### src/hdl/dusk_light_switch_controller_defines.svh
// ----------------------------------------------------------------------------
// Dusk light switch controller assertion macros
// Shared concurrent assertion forms, clocked on clk and disabled in reset.
// ----------------------------------------------------------------------------
`ifndef DUSK_LIGHT_SWITCH_CONTROLLER_DEFINES_SVH
`define DUSK_LIGHT_SWITCH_CONTROLLER_DEFINES_SVH

// A condition that holds at every clock edge out of reset.
`define DLSC_ASSERT_ALWAYS(lbl, cond, msg) \
  lbl: assert property (@(posedge clk) disable iff (!rst_n) (cond)) else $error(msg);

// A consequent that must hold in the cycle after the antecedent.
`define DLSC_ASSERT_NEXT(lbl, ante, cons, msg) \
  lbl: assert property (@(posedge clk) disable iff (!rst_n) (ante) |=> (cons)) else $error(msg);

`endif

### src/hdl/dlsc_pkg.sv
// ----------------------------------------------------------------------------
// Dusk light switch controller package
// Shared types, constants and helper functions.
// ----------------------------------------------------------------------------
package dlsc_pkg;

  localparam int MAX_HOURS    = 8;
  localparam int SEC_PER_HOUR = 3600;

  localparam logic [14:0] COUNT_MAX         = 15'd32767;
  localparam logic [9:0]  BRIGHT_THR_RST    = 10'd350;
  localparam logic [9:0]  HYSTERESIS_RST    = 10'd10;
  localparam logic [7:0]  TICK_SECONDS_RST  = 8'd4;
  localparam logic [9:0]  DARK_THR_RST      = 10'd700;
  localparam logic [3:0]  ON_HOURS_RST      = 4'd2;

  localparam logic [1:0] CFG_IDX_BRIGHT_THR   = 2'd0;
  localparam logic [1:0] CFG_IDX_HYSTERESIS   = 2'd1;
  localparam logic [1:0] CFG_IDX_TICK_SECONDS = 2'd2;

  localparam logic [1:0] MODE_CODE_OFF  = 2'd0;
  localparam logic [1:0] MODE_CODE_ON   = 2'd1;
  localparam logic [1:0] MODE_CODE_WAIT = 2'd2;

  typedef enum logic [2:0] {
    MODE_OFF  = 3'b001,
    MODE_ON   = 3'b010,
    MODE_WAIT = 3'b100
  } mode_t;

  typedef struct packed {
    logic [9:0] bright_thr;
    logic [9:0] hysteresis;
    logic [7:0] tick_seconds;
  } cfg_t;

  typedef struct packed {
    logic [9:0] light_level;
    logic       button_pressed;
    logic [7:0] hold_steps;
  } item_t;

  typedef struct packed {
    mode_t       mode;
    logic [14:0] countdown;
    logic [9:0]  dark_thr;
    logic [3:0]  hours;
  } state_t;

  function automatic logic [14:0] load_value(input logic [3:0] hours);
    logic [16:0] prod;
    prod = 17'(hours) * 17'(SEC_PER_HOUR);
    if (prod > 17'(COUNT_MAX)) begin
      return COUNT_MAX;
    end
    return prod[14:0];
  endfunction

  function automatic logic [1:0] mode_code(input mode_t mode);
    logic [1:0] code;
    unique case (mode)
      MODE_OFF:  code = MODE_CODE_OFF;
      MODE_ON:   code = MODE_CODE_ON;
      MODE_WAIT: code = MODE_CODE_WAIT;
      default:   code = MODE_CODE_OFF;
    endcase
    return code;
  endfunction

endpackage

### src/hdl/dlsc_cfg_regs.sv
// ----------------------------------------------------------------------------
// Dusk light switch controller configuration registers
// Holds the brightness threshold, hysteresis and tick length.
// ----------------------------------------------------------------------------
module dlsc_cfg_regs (
  input  logic          clk,
  input  logic          rst_n,
  input  logic          cfg_we,
  input  logic [1:0]    cfg_index,
  input  logic [9:0]    cfg_wdata,
  output dlsc_pkg::cfg_t cfg
);

  dlsc_pkg::cfg_t cfg_r;
  dlsc_pkg::cfg_t cfg_nxt;

  always_comb begin
    cfg_nxt = cfg_r;
    if (cfg_we) begin
      unique case (cfg_index)
        dlsc_pkg::CFG_IDX_BRIGHT_THR:   cfg_nxt.bright_thr   = cfg_wdata;
        dlsc_pkg::CFG_IDX_HYSTERESIS:   cfg_nxt.hysteresis   = cfg_wdata;
        dlsc_pkg::CFG_IDX_TICK_SECONDS: cfg_nxt.tick_seconds = cfg_wdata[7:0];
        default:                        cfg_nxt = cfg_r;
      endcase
    end
  end

  always_ff @(posedge clk) begin
    if (!rst_n) begin
      cfg_r.bright_thr   <= dlsc_pkg::BRIGHT_THR_RST;
      cfg_r.hysteresis   <= dlsc_pkg::HYSTERESIS_RST;
      cfg_r.tick_seconds <= dlsc_pkg::TICK_SECONDS_RST;
    end else begin
      cfg_r <= cfg_nxt;
    end
  end

  assign cfg = cfg_r;

endmodule

### src/hdl/dlsc_step.sv
// ----------------------------------------------------------------------------
// Dusk light switch controller step logic
// Computes the next controller state from one tick and the current state.
// ----------------------------------------------------------------------------
module dlsc_step (
  input  dlsc_pkg::cfg_t   cfg,
  input  dlsc_pkg::item_t  item,
  input  dlsc_pkg::state_t cur,
  output dlsc_pkg::state_t nxt
);

  logic [14:0]        load_cur;
  logic [14:0]        load_new;
  logic [3:0]         hold_sel;
  logic signed [11:0] off_level;
  logic               level_below;
  dlsc_pkg::mode_t    mode_a;
  logic [14:0]        cnt_a;
  logic [9:0]         dark_a;
  logic [3:0]         hours_a;
  logic [14:0]        cnt_b;
  dlsc_pkg::mode_t    mode_b;

  assign load_cur  = dlsc_pkg::load_value(cur.hours);
  assign hold_sel  = 4'(((32'(item.hold_steps) - 32'd1) % dlsc_pkg::MAX_HOURS) + 32'd1);

  // Button handling.
  always_comb begin
    mode_a  = cur.mode;
    cnt_a   = cur.countdown;
    dark_a  = cur.dark_thr;
    hours_a = cur.hours;
    if (item.button_pressed) begin
      if (cur.mode == dlsc_pkg::MODE_ON) begin
        mode_a = dlsc_pkg::MODE_WAIT;
      end else begin
        mode_a = dlsc_pkg::MODE_ON;
        cnt_a  = load_cur;
        dark_a = item.light_level;
      end
      if (item.hold_steps != 8'd0) begin
        hours_a = hold_sel;
      end
    end
  end

  assign load_new    = dlsc_pkg::load_value(hours_a);
  assign off_level   = $signed({2'b00, dark_a}) - $signed({2'b00, cfg.hysteresis});
  assign level_below = $signed({2'b00, item.light_level}) < off_level;

  // Light transitions and countdown.
  always_comb begin
    mode_b = mode_a;
    cnt_b  = cnt_a;
    if (mode_b == dlsc_pkg::MODE_WAIT && item.light_level <= cfg.bright_thr) begin
      mode_b = dlsc_pkg::MODE_OFF;
    end
    if (mode_b == dlsc_pkg::MODE_OFF && item.light_level >= dark_a) begin
      cnt_b  = load_new;
      mode_b = dlsc_pkg::MODE_ON;
    end else if (mode_b == dlsc_pkg::MODE_ON && cnt_a == 15'd0) begin
      mode_b = dlsc_pkg::MODE_WAIT;
    end else if (mode_b == dlsc_pkg::MODE_ON && level_below) begin
      mode_b = dlsc_pkg::MODE_OFF;
    end
    if (cnt_b > 15'(cfg.tick_seconds)) begin
      cnt_b = cnt_b - 15'(cfg.tick_seconds);
    end else begin
      cnt_b = 15'd0;
    end
  end

  always_comb begin
    nxt.mode      = mode_b;
    nxt.countdown = cnt_b;
    nxt.dark_thr  = dark_a;
    nxt.hours     = hours_a;
  end

endmodule

### src/hdl/dusk_light_switch_controller.sv
// ----------------------------------------------------------------------------
// Dusk light switch controller
// Dusk-to-dawn lamp switch with button, learned dark threshold and on-timer.
// ----------------------------------------------------------------------------
// Each input beat is one wake tick: a light sample and hold count on in_tdata
// and the button flag on in_tuser. Each tick yields exactly one output beat
// with the lamp drive, mode, remaining seconds, dark threshold and duration.
// A beat accepted on the input is held in the input register until it advances;
// then the step logic processes it and its result goes into the output register
// and is shown on out_tvalid. One beat can be taken in every cycle while the
// receiver keeps out_tready high; the controller state updates once per advance.
// Reset clears both pipeline stages and returns the controller to off with
// zero countdown, dark threshold 700, two hours of duration, and the
// configuration registers to their defaults. The configuration port writes
// one register per cycle and must only be used while no tick is in flight.
// When the receiver holds out_tready low, the output register keeps its beat,
// the input register still takes one more beat, and in_tready then drops
// until the output frees up.
// ----------------------------------------------------------------------------
`include "dusk_light_switch_controller_defines.svh"

module dusk_light_switch_controller (
  input  logic        clk,
  input  logic        rst_n,
  // light_level [9:0], hold_steps [17:10], zero fill [23:18]
  input  logic [23:0] in_tdata,
  // button_pressed [0]
  input  logic [0:0]  in_tuser,
  input  logic        in_tvalid,
  output logic        in_tready,
  // load_on [0], mode [2:1], remaining_seconds [17:3],
  // learned_dark_threshold [27:18], duration_hours [31:28]
  output logic [31:0] out_tdata,
  output logic        out_tvalid,
  input  logic        out_tready,
  input  logic        cfg_we,
  input  logic [1:0]  cfg_index,
  input  logic [9:0]  cfg_wdata
);

  dlsc_pkg::cfg_t   cfg;
  dlsc_pkg::item_t  item_r;
  dlsc_pkg::state_t st_r;
  dlsc_pkg::state_t st_nxt;
  logic             in_valid_r;
  logic             out_valid_r;
  logic [31:0]      out_data_r;
  logic             advance;
  logic             in_take;

  dlsc_cfg_regs u_cfg (
    .clk      (clk),
    .rst_n    (rst_n),
    .cfg_we   (cfg_we),
    .cfg_index(cfg_index),
    .cfg_wdata(cfg_wdata),
    .cfg      (cfg)
  );

  dlsc_step u_step (
    .cfg (cfg),
    .item(item_r),
    .cur (st_r),
    .nxt (st_nxt)
  );

  assign advance   = in_valid_r && (!out_valid_r || out_tready);
  assign in_tready = !in_valid_r || advance;
  assign in_take   = in_tvalid && in_tready;

  always_ff @(posedge clk) begin
    if (!rst_n) begin
      in_valid_r <= 1'b0;
    end else if (in_take) begin
      in_valid_r <= 1'b1;
    end else if (advance) begin
      in_valid_r <= 1'b0;
    end
  end

  always_ff @(posedge clk) begin
    if (in_take) begin
      item_r.light_level    <= in_tdata[9:0];
      item_r.hold_steps     <= in_tdata[17:10];
      item_r.button_pressed <= in_tuser[0];
    end
  end

  always_ff @(posedge clk) begin
    if (!rst_n) begin
      st_r.mode      <= dlsc_pkg::MODE_OFF;
      st_r.countdown <= 15'd0;
      st_r.dark_thr  <= dlsc_pkg::DARK_THR_RST;
      st_r.hours     <= dlsc_pkg::ON_HOURS_RST;
    end else if (advance) begin
      st_r <= st_nxt;
    end
  end

  always_ff @(posedge clk) begin
    if (!rst_n) begin
      out_valid_r <= 1'b0;
    end else if (advance) begin
      out_valid_r <= 1'b1;
    end else if (out_tready) begin
      out_valid_r <= 1'b0;
    end
  end

  always_ff @(posedge clk) begin
    if (advance) begin
      out_data_r <= {st_nxt.hours, st_nxt.dark_thr, st_nxt.countdown,
                     dlsc_pkg::mode_code(st_nxt.mode),
                     (st_nxt.mode == dlsc_pkg::MODE_ON)};
    end
  end

  assign out_tdata  = out_data_r;
  assign out_tvalid = out_valid_r;

  `DLSC_ASSERT_ALWAYS(a_hours_range, (st_r.hours >= 4'd1) && (st_r.hours <= 4'(dlsc_pkg::MAX_HOURS)), "duration out of range")
  `DLSC_ASSERT_NEXT(a_stage_hold, (in_valid_r && !advance), (in_valid_r && $stable(item_r)), "pending tick lost")
  `DLSC_ASSERT_NEXT(a_state_idle, (!advance), ($stable(st_r)), "state changed without a tick")

endmodule

### config.mk
export PLATFORM = sky130hd
export DESIGN_NAME = dusk_light_switch_controller
export DESIGN_NICKNAME = d
export VERILOG_FILES = /design/src/hdl/dlsc_pkg.sv /design/src/hdl/dlsc_cfg_regs.sv /design/src/hdl/dlsc_step.sv /design/src/hdl/dusk_light_switch_controller.sv
export VERILOG_INCLUDE_DIRS = /design/src /design/src/hdl
export SDC_FILE = /design/constraint.sdc
export NUM_CORES = 1
export LEC_CHECK = 0
export ABC_AREA = 0
export BUFFER_PORTS_ARGS = -buffer_cell sky130_fd_sc_hd__buf_2
export CORE_ASPECT_RATIO = 1.1
export CORE_MARGIN = 5
export CORE_UTILIZATION = 62
export CTS_BUF_LIST = sky130_fd_sc_hd__clkbuf_16
export CTS_CLUSTER_DIAMETER = 120
export CTS_CLUSTER_SIZE = 8
export DETAILED_ROUTE_END_ITERATION = 10
export MAX_ROUTING_LAYER = met4
export PLACE_DENSITY = 0.84
export REMOVE_ABC_BUFFERS = 1
export SETUP_SLACK_MARGIN = 0.3
export SYNTH_ARGS = -nofsm -noshare
export SYNTH_HDL_FRONTEND = slang
export SYNTH_SLANG_ARGS = --single-unit
### constraint.sdc
create_clock -name clk -period 13 [get_ports clk]
set_input_delay 1.95 -clock clk [delete_from_list [all_inputs] [get_ports clk]]
set_output_delay 1.95 -clock clk [all_outputs]
set_load 0.01 [all_outputs]
==> results of run 1 <==
-- synth_stat cells (2+ instances only) --
| master | instances | area, um^2 |
|---|---|---|
| fa_1 | 6 | 120 |
| and3_1 | 4 | 25.0 |
| buf_1 | 2 | 7.51 |
| nand3_1 | 25 | 125 |
| nand2b_1 | 10 | 62.6 |
| dfxtp_1 | 62 | 1240 |
| o21ai_1 | 4 | 20.0 |
| mux2i_1 | 25 | 250 |
| nor2_1 | 66 | 248 |
| a21oi_1 | 35 | 175 |
| o21ai_0 | 30 | 150 |
| nor4_1 | 5 | 31.3 |
| o22ai_1 | 2 | 12.5 |
| o31ai_1 | 15 | 113 |
| nor2b_1 | 8 | 50.1 |
| nand4_1 | 3 | 18.8 |
| nand2_1 | 69 | 259 |
| o211ai_1 | 13 | 97.6 |
| nor3_1 | 11 | 55.1 |
| buf_6 | 4 | 45.0 |
| and2_1 | 2 | 12.5 |
| a211oi_1 | 11 | 82.6 |
| o21a_1 | 5 | 37.5 |
| a221oi_1 | 2 | 17.5 |
| edfxtp_1 | 50 | 1500 |
| or3_1 | 2 | 12.5 |
| xor2_1 | 9 | 78.8 |
| inv_1 | 58 | 218 |
| a31oi_1 | 5 | 31.3 |
| clkbuf_1 | 18 | 67.6 |
| nor3b_1 | 2 | 15.0 |
| xnor2_1 | 18 | 158 |
| ha_1 | 67 | 838 |
| nand3b_1 | 5 | 37.5 |
| o211a_1 | 2 | 20.0 |
| a21o_1 | 17 | 128 |
| o31a_1 | 2 | 17.5 |
-- registers in the layout, indices dropped and copies added, names as in the netlist --
register / flops
in_valid_r: 1
item_r: 19
out_tdata: 31
out_tvalid: 1
st_r: 32
u_cfg.cfg: 28
-- worst register-to-register path, cell delays in order, from the launching register on --
cell and delay, ns:
edfxtp_1 0.64, nand4bb_2 0.26, and2_1 0.49, buf_4 0.33
mux2i_1 0.35, inv_1 0.11, ha_1 0.30, nand2b_1 0.10
a21oi_1 0.08, o22ai_1 0.19, a31oi_1 0.14, nor2_1 0.28
nand2_1 0.49, nor2_1 0.66, nor2_1 0.16, ha_1 0.33
nor2b_1 0.14, o21a_1 0.18, o21ai_0 0.24, a21oi_1 0.16
o211ai_1 0.30, nand2_1 0.25, o21a_1 0.20, and4b_1 0.84
nand2b_2 0.30, o21ai_1 0.06
-- power groups by stage --
| stage | clock network (mW) | registers (mW) | logic, mW |
|---|---|---|---|
| after detailed placement | 0 | 0.425 | 0.275 |
| after floorplan | 0 | 0.426 | 0.197 |
| after global routing | 0.308 | 0.421 | 0.312 |
| after CTS | 0.293 | 0.417 | 0.278 |
| after global placement | 0 | 0.424 | 0.267 |
| final | 0.293 | 0.418 | 0.279 |
-- final cells by class --
class,instances,area (um^2)
Clock inverter,7,90.1
Tap cell,143,179
Fill cell,818,3000
Clock buffer,9,225
Inverter,58,218
Sequential cell,112,2740
Multi-Input combinational cell,510,3630
Timing Repair Buffer,77,405
-- layout by cell type (no fill, tap or decap), types with 2 or more instances in the layout --
cell | Yosys | routed
nand3b_1 | 5 | 5
buf_4 | 1 | 8
dfxtp_1 | 62 | 62
or3_1 | 2 | 2
nor4_1 | 5 | 5
nand3_1 | 25 | 25
clkbuf_16 | 0 | 9
edfxtp_1 | 50 | 50
nor3_1 | 11 | 11
a221oi_1 | 2 | 2
o22ai_1 | 2 | 2
clkinv_4 | 0 | 3
fa_1 | 6 | 6
nand2b_1 | 10 | 10
nor2b_1 | 8 | 8
xnor2_1 | 18 | 18
ha_1 | 67 | 67
o21ai_1 | 4 | 4
nor3b_1 | 2 | 2
nor2_1 | 66 | 66
a211oi_1 | 11 | 11
and3_1 | 4 | 4
o21a_1 | 5 | 5
mux2i_1 | 25 | 25
nand4_1 | 3 | 3
inv_6 | 0 | 2
o211ai_1 | 13 | 13
and2_1 | 2 | 2
xor2_1 | 9 | 9
a21o_1 | 17 | 17
a31oi_1 | 5 | 5
o211a_1 | 2 | 2
buf_2 | 1 | 69
o31ai_1 | 15 | 15
nand2_1 | 69 | 69
o21ai_0 | 30 | 30
inv_1 | 58 | 57
a21oi_1 | 35 | 35
o31a_1 | 2 | 2
-- worst paths after layout --
path	start	depth (start not counted)	end	slack, ns
worst max register to register	item_r[8]	25	st_r[27]	5.31
worst max-delay path	item_r[8]	25	st_r[27]	5.31
worst min register to register	u_cfg.cfg[23]	2	u_cfg.cfg[23]	0.47
worst min-delay path	u_cfg.cfg[23]	2	u_cfg.cfg[23]	0.47
-- per-layer routing --
metal  part of all wire  wire (um)  up-vias
met5                  0          0        -
met4              0.033        539        0
met2               0.51       8200      175
met3              0.047        763       48
met1               0.41       6720     2559
li1                   -          -     2637
-- kinds of logic after synthesis --
logic type | Yosys count | synth area share
and+or+nand+nor | 225 | 0.163
AOI/OAI and AO/OA | 159 | 0.160
DFF | 112 | 0.408
buffers and inverters | 84 | 0.0521
adders and majority gates | 73 | 0.143
xor gates and xnor gates | 27 | 0.0352
muxes | 26 | 0.0389
-- through the flow --
| step | std cells | instance area (um^2) | util |
|---|---|---|---|
| 6_report | 916 | 7490 | 0.714 |
| 5_1_grt | 916 | 7490 | 0.714 |
| 4_1_cts | 916 | 7490 | 0.714 |
| 3_5_place_dp | 900 | 7170 | 0.684 |
| 3_3_place_gp | 900 | 7170 | 0.684 |
| 2_1_floorplan | 680 | 6590 | - |
==> results.ini, run 1 <==
[clock_tree]
cts_resized = 0
cts_setup_buffers = 0
cts_tree = yes
clk_pin_slew_ns = 0.08
cts.sinks = 112
numCtsBuffers = 9
cts_hold_buf = 0
cts_max_path_buffers = 2
htreeDepth = 3
root_buffer = clkbuf_16
clk_latency_ns = 0.36

[power]
comb_power_share = 0.282
switchingPower_uw = 320
p_leak_nw = 3.43
p_per_area_nw_per_um2 = 132
finalPower_uw = 990
sw_frac_of_total = 0.323
p_int_uw = 671
power_frac_clock = 0.296
irDropWorstVdd_mv = 0.0827
seq_power_share = 0.422

[global_routing]
grt_use_met3 = 0.0292
use_met1 = 0.316
use_met2 = 0.449
grt_max_degree = 35
busiest_layer = met2
grt_usage = 0.265
grt_overflow = 0
grt_pass1_wl_um = 26600
first_global_vias = 5629
antenna_found_initial = 0

[route]
drtIter0Drc = 310
wire_per_inst_um = 17.7
drc = 0
wl_um = 16200
vias = 5419
viasPerCell = 5.92
postRouteAntennaNets = 0
drt-pass1-iter-count = 5

[cells_and_area]
area_growth_pct = 11.4
drive_gt1_frac = 0.144
n_antenna_cell = 0
nets = 883

[yosys]
synthDistinctLibCells = 69
synth_edf_count = 50
ys_warn_count = 0
synth_area_per_cell_um2 = 9.52
ys.flop_type = dfxtp_1
synth_area_um2 = 6720
yosysSeqAreaShare = 0.408
synth-async-reset-ratio = 0
synthCells = 706
ys_seq_elements = 112

[timing]
worst_clock_skew_ns = 0.00841
slew_viol_final = 0
fin_crit_sh = 0.591
worst_pin_slew_ns = 0.900
finalWorstSetupSlack_ns = 5.31
holdWs_ns = 0.469
relSlewSlack = 0.400
max_freq_mhz = 130
grt_setup_unrepaired = no
setup_viol = 0
finalHoldViolations = 0
fin_crit_ns = 7.69
tns_ns = 0

[floorplanning]
die_w_um = 109
ioPinCount = 76
fp-row-count = 39
start_util = 0.641
die-area_um2 = 13000
coreArea_um2 = 10500
die-height_um = 119

[setup_path]
crit_fanout = 25
start_kind = flip-flop
crit_buf_inv = 2
cpMostUsedCell = nor2_1
end_kind = flip-flop
slowest_delay_ns = 0.84
path_delay_family = simple AND/OR/NAND/NOR gates
arrival_ns = 7.92
worst_path_max_delay_cell = and4b_1
cp.required_ns = 13.23
path_class = flip-flop to flip-flop

[worst_hold_path]
hold_class = flip-flop to flip-flop

[placement]
gp_congestion = 0.947
hpwl_um = 12000
io_buffers = 69
place_ws_ns = 5.40

[flow_run]
max_cap_viol_count = 0

[run_status]
status = complete, no violations

Note: power is estimated with default switching activity, not from simulation.
==> inputs of run 2 (changes only) <==
- ABC_AREA: 0 -> 1
- CORE_UTILIZATION: 62 -> 54
- PLACE_DENSITY: 0.84 -> 0.77
- clock period: 13 -> 6.4 ns (I/O delays scaled with it)
==> run 2 against run 1 <==
Net effect: sequential power up 100%; largest cell class unchanged; cell area increased by 0.92%; critical path type unchanged; largest power group unchanged; final cell count up 14%; power up 98%; via count is 0.31% lower; critical path depth up 7; combinational power increased by 120%; register-to-register slack got worse by 4.4 ns; area after synthesis is 1.4% higher; worst hold slack lost 0.0072 ns; critical endpoint is now out_tdata[16]; routed wire length shrank 16%; non-clock buffer count shrank 5.
==> results.ini, run 2 <==
[run_status]
status = complete, no violations

[route]
viasPerCell = 5.15
vias = 5402
wl_um = 13600
drtIter0Drc = 302
postRouteAntennaNets = 0
wire_per_inst_um = 12.9
drt-pass1-iter-count = 5
drc = 0

[placement]
hpwl_um = 10100
dpl_cell_area_um2 = 7260
gp_congestion = 0.893
placedCellCount = 1032
io_buffers = 69

[flow_run]
max_cap_viol_count = 0

[yosys]
ys_warn_count = 0
synth.largest_area_cell = edfxtp_1
yosysSeqAreaShare = 0.402
synthCells = 826
synth_top_area_share = 0.220
synth_area_leaders = edfxtp_1 22%, dfxtp_1 18%, ha_1 12%, inv_1 8.0%, nand2_1 6.6%
ys_seq_elements = 112
ys.flop_type = dfxtp_1
ys_top_cells_by_count = 146 x inv_1, 120 x nand2_1, 82 x o21ai_0, 67 x a21oi_1, 67 x ha_1
synthDistinctLibCells = 43
synth_edf_count = 50
synth-async-reset-ratio = 0
synth_area_um2 = 6820
synth_most_common_cell = inv_1
synth_area_per_cell_um2 = 8.25

[setup_path]
arrival_ns = 5.61
start_kind = flip-flop
end_kind = flip-flop
path_class = flip-flop to flip-flop
cpMostUsedCell = nand2_1
crit_fanout = 9
slowest_delay_ns = 0.48
cp.required_ns = 6.52
worst_path_max_delay_cell = fa_1

[cells_and_area]
nets = 1001
final_area_um2 = 7560
largest_register = st_r
n_antenna_cell = 0
area_growth_pct = 10.9
mostFrequentLayoutCells = 145 x inv_1, 119 x nand2_1, 80 x o21ai_0, 69 x buf_2
drive_gt1_frac = 0.150
final_common_cell = inv_1
fin_cells = 1048
largest_register_ffs = 32

[power]
p_int_mw = 1.31
p_leak_nw = 3.71
sw_frac_of_total = 0.334
switchingPower_uw = 657
seq_power_share = 0.429
irDropWorstVdd_mv = 0.127
comb_power_share = 0.310
power_frac_clock = 0.262
p_per_area_nw_per_um2 = 260

[global_routing]
grt_max_degree = 52
antenna_found_initial = 0
grt_pass1_wl_um = 23300
first_global_vias = 5113
grt_overflow = 0
grt_usage = 0.200

[clock_tree]
root_buffer = clkbuf_16
cts.sinks = 112
clk_pin_slew_ns = 0.07
clk_latency_ns = 0.35
numCtsBuffers = 9
cts_tree = yes
cts_setup_buffers = 0
htreeDepth = 3
cts_max_path_buffers = 2
cts_hold_buf = 0
cts_resized = 0

[timing]
worst_clock_skew_ns = 0.00662
setup_viol = 0
finalHoldViolations = 0
fin_crit_sh = 0.859
max_freq_mhz = 182
slew_viol_final = 0
worst_pin_slew_ns = 1.03
tns_ns = 0
fin_crit_ns = 5.50
relSlewSlack = 0.313
holdWs_ns = 0.461
grt_setup_unrepaired = no

[floorplanning]
die-height_um = 128
fp-row-count = 43
ioPinCount = 76
start_util = 0.546
die-area_um2 = 15000
coreArea_um2 = 12500
die_w_um = 117

[worst_hold_path]
hold_class = flip-flop to flip-flop

## run 2: cell families (layout without fill, tap and decap cells)
family	count (synthesis)	count (layout)	synth area share
xor+xnor	24	24	0.0308
compound gates	191	191	0.155
flops	112	112	0.402
simple gates	252	252	0.170
buf+inv	174	239	0.101
fa+ha+maj	73	73	0.141
## run 2: routing by layer
metal  global-route usage  up-vias  routed length (um)
met1                0.250     2443                6180
met4               0.0641        0                 270
met5                    -        -                   0
met3               0.0293       18                 516
li1                     -     2849                   -
met2                0.333       92                6590
## run 2: layout make-up
type	instances	area [um^2]
clock buffers	9	225
clock inverters	7	41.3
fillers	1132	4920
inverters	151	567
multi-input cells	540	3420
flip-flops and latches	112	2740
well taps	157	196
repair buffers	72	368
## run 2: power groups by stage
stage                     clock, mW  combinational [mW]  sequential (mW)
after floorplan                   0               0.453            0.864
after global placement            0               0.587            0.857
after detailed placement          0               0.598            0.858
after CTS                     0.525               0.604            0.842
after global routing          0.557               0.709            0.848
final                         0.514               0.608            0.842
## run 2: final timing paths
kind                   endpoint  slack, ns      start  cells after the start
setup / recovery  out_tdata[16]       0.90  item_r[0]                     32
hold / removal          st_r[9]       0.46    st_r[9]                      2
setup reg to reg  out_tdata[16]       0.90  item_r[0]                     32
hold reg to reg         st_r[9]       0.46    st_r[9]                      2
## run 2: critical path: cells and delay by family, from the launching register on
family	cells	cell delay (ns)
adder cells (fa/ha/maj)	6	1.92
XOR/XNOR	1	0.19
flip-flops	1	0.42
buffers and inverters	7	0.63
AND/OR/NAND/NOR	15	1.66
AO/OA/AOI/OAI	3	0.42
## run 2: through the flow
step / util / power, mW / setup slack [ns]
after global routing: 0.605 / 2.11 / 0.312
after CTS: 0.603 / 1.97 / 0.458
after global placement: 0.582 / 1.44 / 0.595
after detailed placement: 0.582 / 1.46 / 0.524
final: 0.605 / 1.96 / 0.905
after floorplan: - / 1.32 / 1.30
==> inputs of run 3 (changes only) <==
- ABC_AREA: 1 -> unset
==> run 3 against run 2 <==
Net effect: power up 12%; critical path depth decreased by 6; clock-buffer cell count stayed put; largest power group unchanged; worst hold slack lost 0.0018 ns; setup slack worse by 0.48 ns; cell area rose by 6.8%; non-clock buffer count up 38; clock power up 30%; die area decreased by 1.3%; combinational power up 13%; clock skew grew 0.0036 ns.
==> results.ini, run 3 (synthesis results as in run 1) <==
[power]
seq_power_share = 0.385
finalPower_mw = 2.21
switchingPower_uw = 690
irDropWorstVdd_mv = 0.189
sw_frac_of_total = 0.313
power_frac_clock = 0.304
p_per_area_nw_per_um2 = 273
comb_power_share = 0.311
p_int_mw = 1.52
p_leak_nw = 3.65

[timing]
fin_crit_sh = 0.934
finalWorstSetupSlack_ns = 0.423
slew_viol_final = 0
worst_clock_skew_ns = 0.0103
fin_crit_ns = 5.98
relSlewSlack = 0.386
holdWs_ns = 0.460
finalHoldViolations = 0
tns_ns = 0
grt_setup_unrepaired = no
max_freq_mhz = 167
worst_pin_slew_ns = 0.914
setup_viol = 0

[global_routing]
grt_usage = 0.245
grt_pass1_wl_um = 27600
antenna_found_initial = 0
grt_max_degree = 35
grt_overflow = 0
first_global_vias = 5688

[floorplanning]
coreArea_um2 = 12100
ioPinCount = 76
die-area_um2 = 14800
die_w_um = 116
die-height_um = 127
fp-row-count = 42
start_util = 0.554

[setup_path]
crit_fanout = 5
start_kind = flip-flop
r2r_slack_ns = 0.42
end_kind = flip-flop
arrival_ns = 6.09
path_class = flip-flop to flip-flop
cp.required_ns = 6.51

[route]
drtIter0Drc = 369
postRouteAntennaNets = 0
drc = 0
wl_um = 17700
viasPerCell = 5.78
wire_per_inst_um = 18.5
vias = 5544
drt-pass1-iter-count = 5

[clock_tree]
cts.sinks = 112
root_buffer = clkbuf_16
htreeDepth = 3
cts_hold_buf = 0
clk_pin_slew_ns = 0.08
numCtsBuffers = 9
cts_tree = yes
clk_latency_ns = 0.37
cts_max_path_buffers = 2

[cells_and_area]
mostFrequentLayoutCells = 69 x buf_2, 68 x nand2_1, 63 x nor2_1, 62 x dfxtp_1
nets = 916
largest_register_ffs = 32
fillers = 998
final_common_cell = buf_2
area_growth_pct = 20.0
drive_gt1_frac = 0.218
largest_register = st_r
final_area_um2 = 8070
n_antenna_cell = 0

[placement]
dpl_cell_area_um2 = 7320
gp_congestion = 0.918
place_ws_ns = -0.00390
io_buffers = 69
hpwl_um = 12600

[worst_hold_path]
hold_class = flip-flop to flip-flop

[run_status]
status = complete, no violations

[flow_run]
max_cap_viol_count = 0

-- run 3: cell count changes in the layout (fill, tap and decap cells not counted), moves of 10 or more --
cell and change:
ha_1 -10, nand2_1 -51, mux2i_1 +25, a21oi_1 -37, inv_1 -88, o21ai_0 -53, buf_4 +32, nand3_1 -11
nand2b_1 +10, o31ai_1 +14, nand2_2 -15, a21o_1 +16, nor2_1 +16
-- run 3: power by group through the flow --
stage                     clock network, mW  registers, mW  logic (mW)
final                                 0.670          0.849       0.687
after global routing                  0.700          0.854       0.762
after CTS                             0.675          0.848       0.606
after detailed placement                  0          0.864       0.593
after global placement                    0          0.861       0.572
after floorplan                           0          0.866       0.399
-- run 3: final timing paths --
check | start | end | depth (start not counted)
worst max register to register | item_r[7] | out_tdata[15] | 26
worst min-delay path | u_cfg.cfg[27] | u_cfg.cfg[27] | 2
worst min register to register | u_cfg.cfg[27] | u_cfg.cfg[27] | 2
worst max-delay path | item_r[7] | out_tdata[15] | 26
-- run 3: final cells by class --
type / instances / area (um^2) / area share
multi-input combinational: 510 / 3850 / 0.478
sequential: 112 / 2740 / 0.340
timing repair buffer: 110 / 712 / 0.0882
clock buffer: 9 / 225 / 0.0279
inverter: 58 / 218 / 0.0270
tap: 154 / 193 / 0.0239
clock inverter: 7 / 125 / 0.0155
-- run 3: timing repair --
| item | in CTS | in global routing |
|---|---|---|
| buffers inserted | 2 | 12 |
| cloned | 0 | 3 |
| resized for setup | 7 | 38 |
| pin swaps | 0 | 23 |
| setup endpoints to repair | 30 | 30 |
-- run 3: layer usage --
layer,GRT usage,part of all wire,vias up
met3,0.0435,0.053,29
met4,0.0846,0.023,0
met2,0.430,0.53,167
li1,-,-,2694
met1,0.278,0.40,2654
met5,-,0,-
-- run 3: per-stage QoR --
step,util,cells
2_1_floorplan,-,680
3_3_place_gp,0.603,927
3_5_place_dp,0.603,927
4_1_cts,0.636,945
5_1_grt,0.665,960
6_report,0.665,960
-- run 3: worst max-delay path, stage by stage, from the launching register on --
cell      delay [ns]
edfxtp_1        0.38
or4_4           0.56
o41ai_4         0.41
buf_6           0.19
a21oi_2         0.07
inv_1           0.17
ha_4            0.25
ha_4            0.28
ha_4            0.20
fa_2            0.35
a21o_1          0.19
a21oi_2         0.17
xnor2_2         0.15
nor2_4          0.19
buf_4           0.14
a21oi_2         0.03
ha_1            0.34
nor2b_1         0.16
o21ai_1         0.13
nand2b_1        0.11
a21o_1          0.19
a21o_1          0.19
a31oi_4         0.16
nor3b_4         0.21
and2b_1         0.15
mux2i_1         0.30
nor3_2          0.08
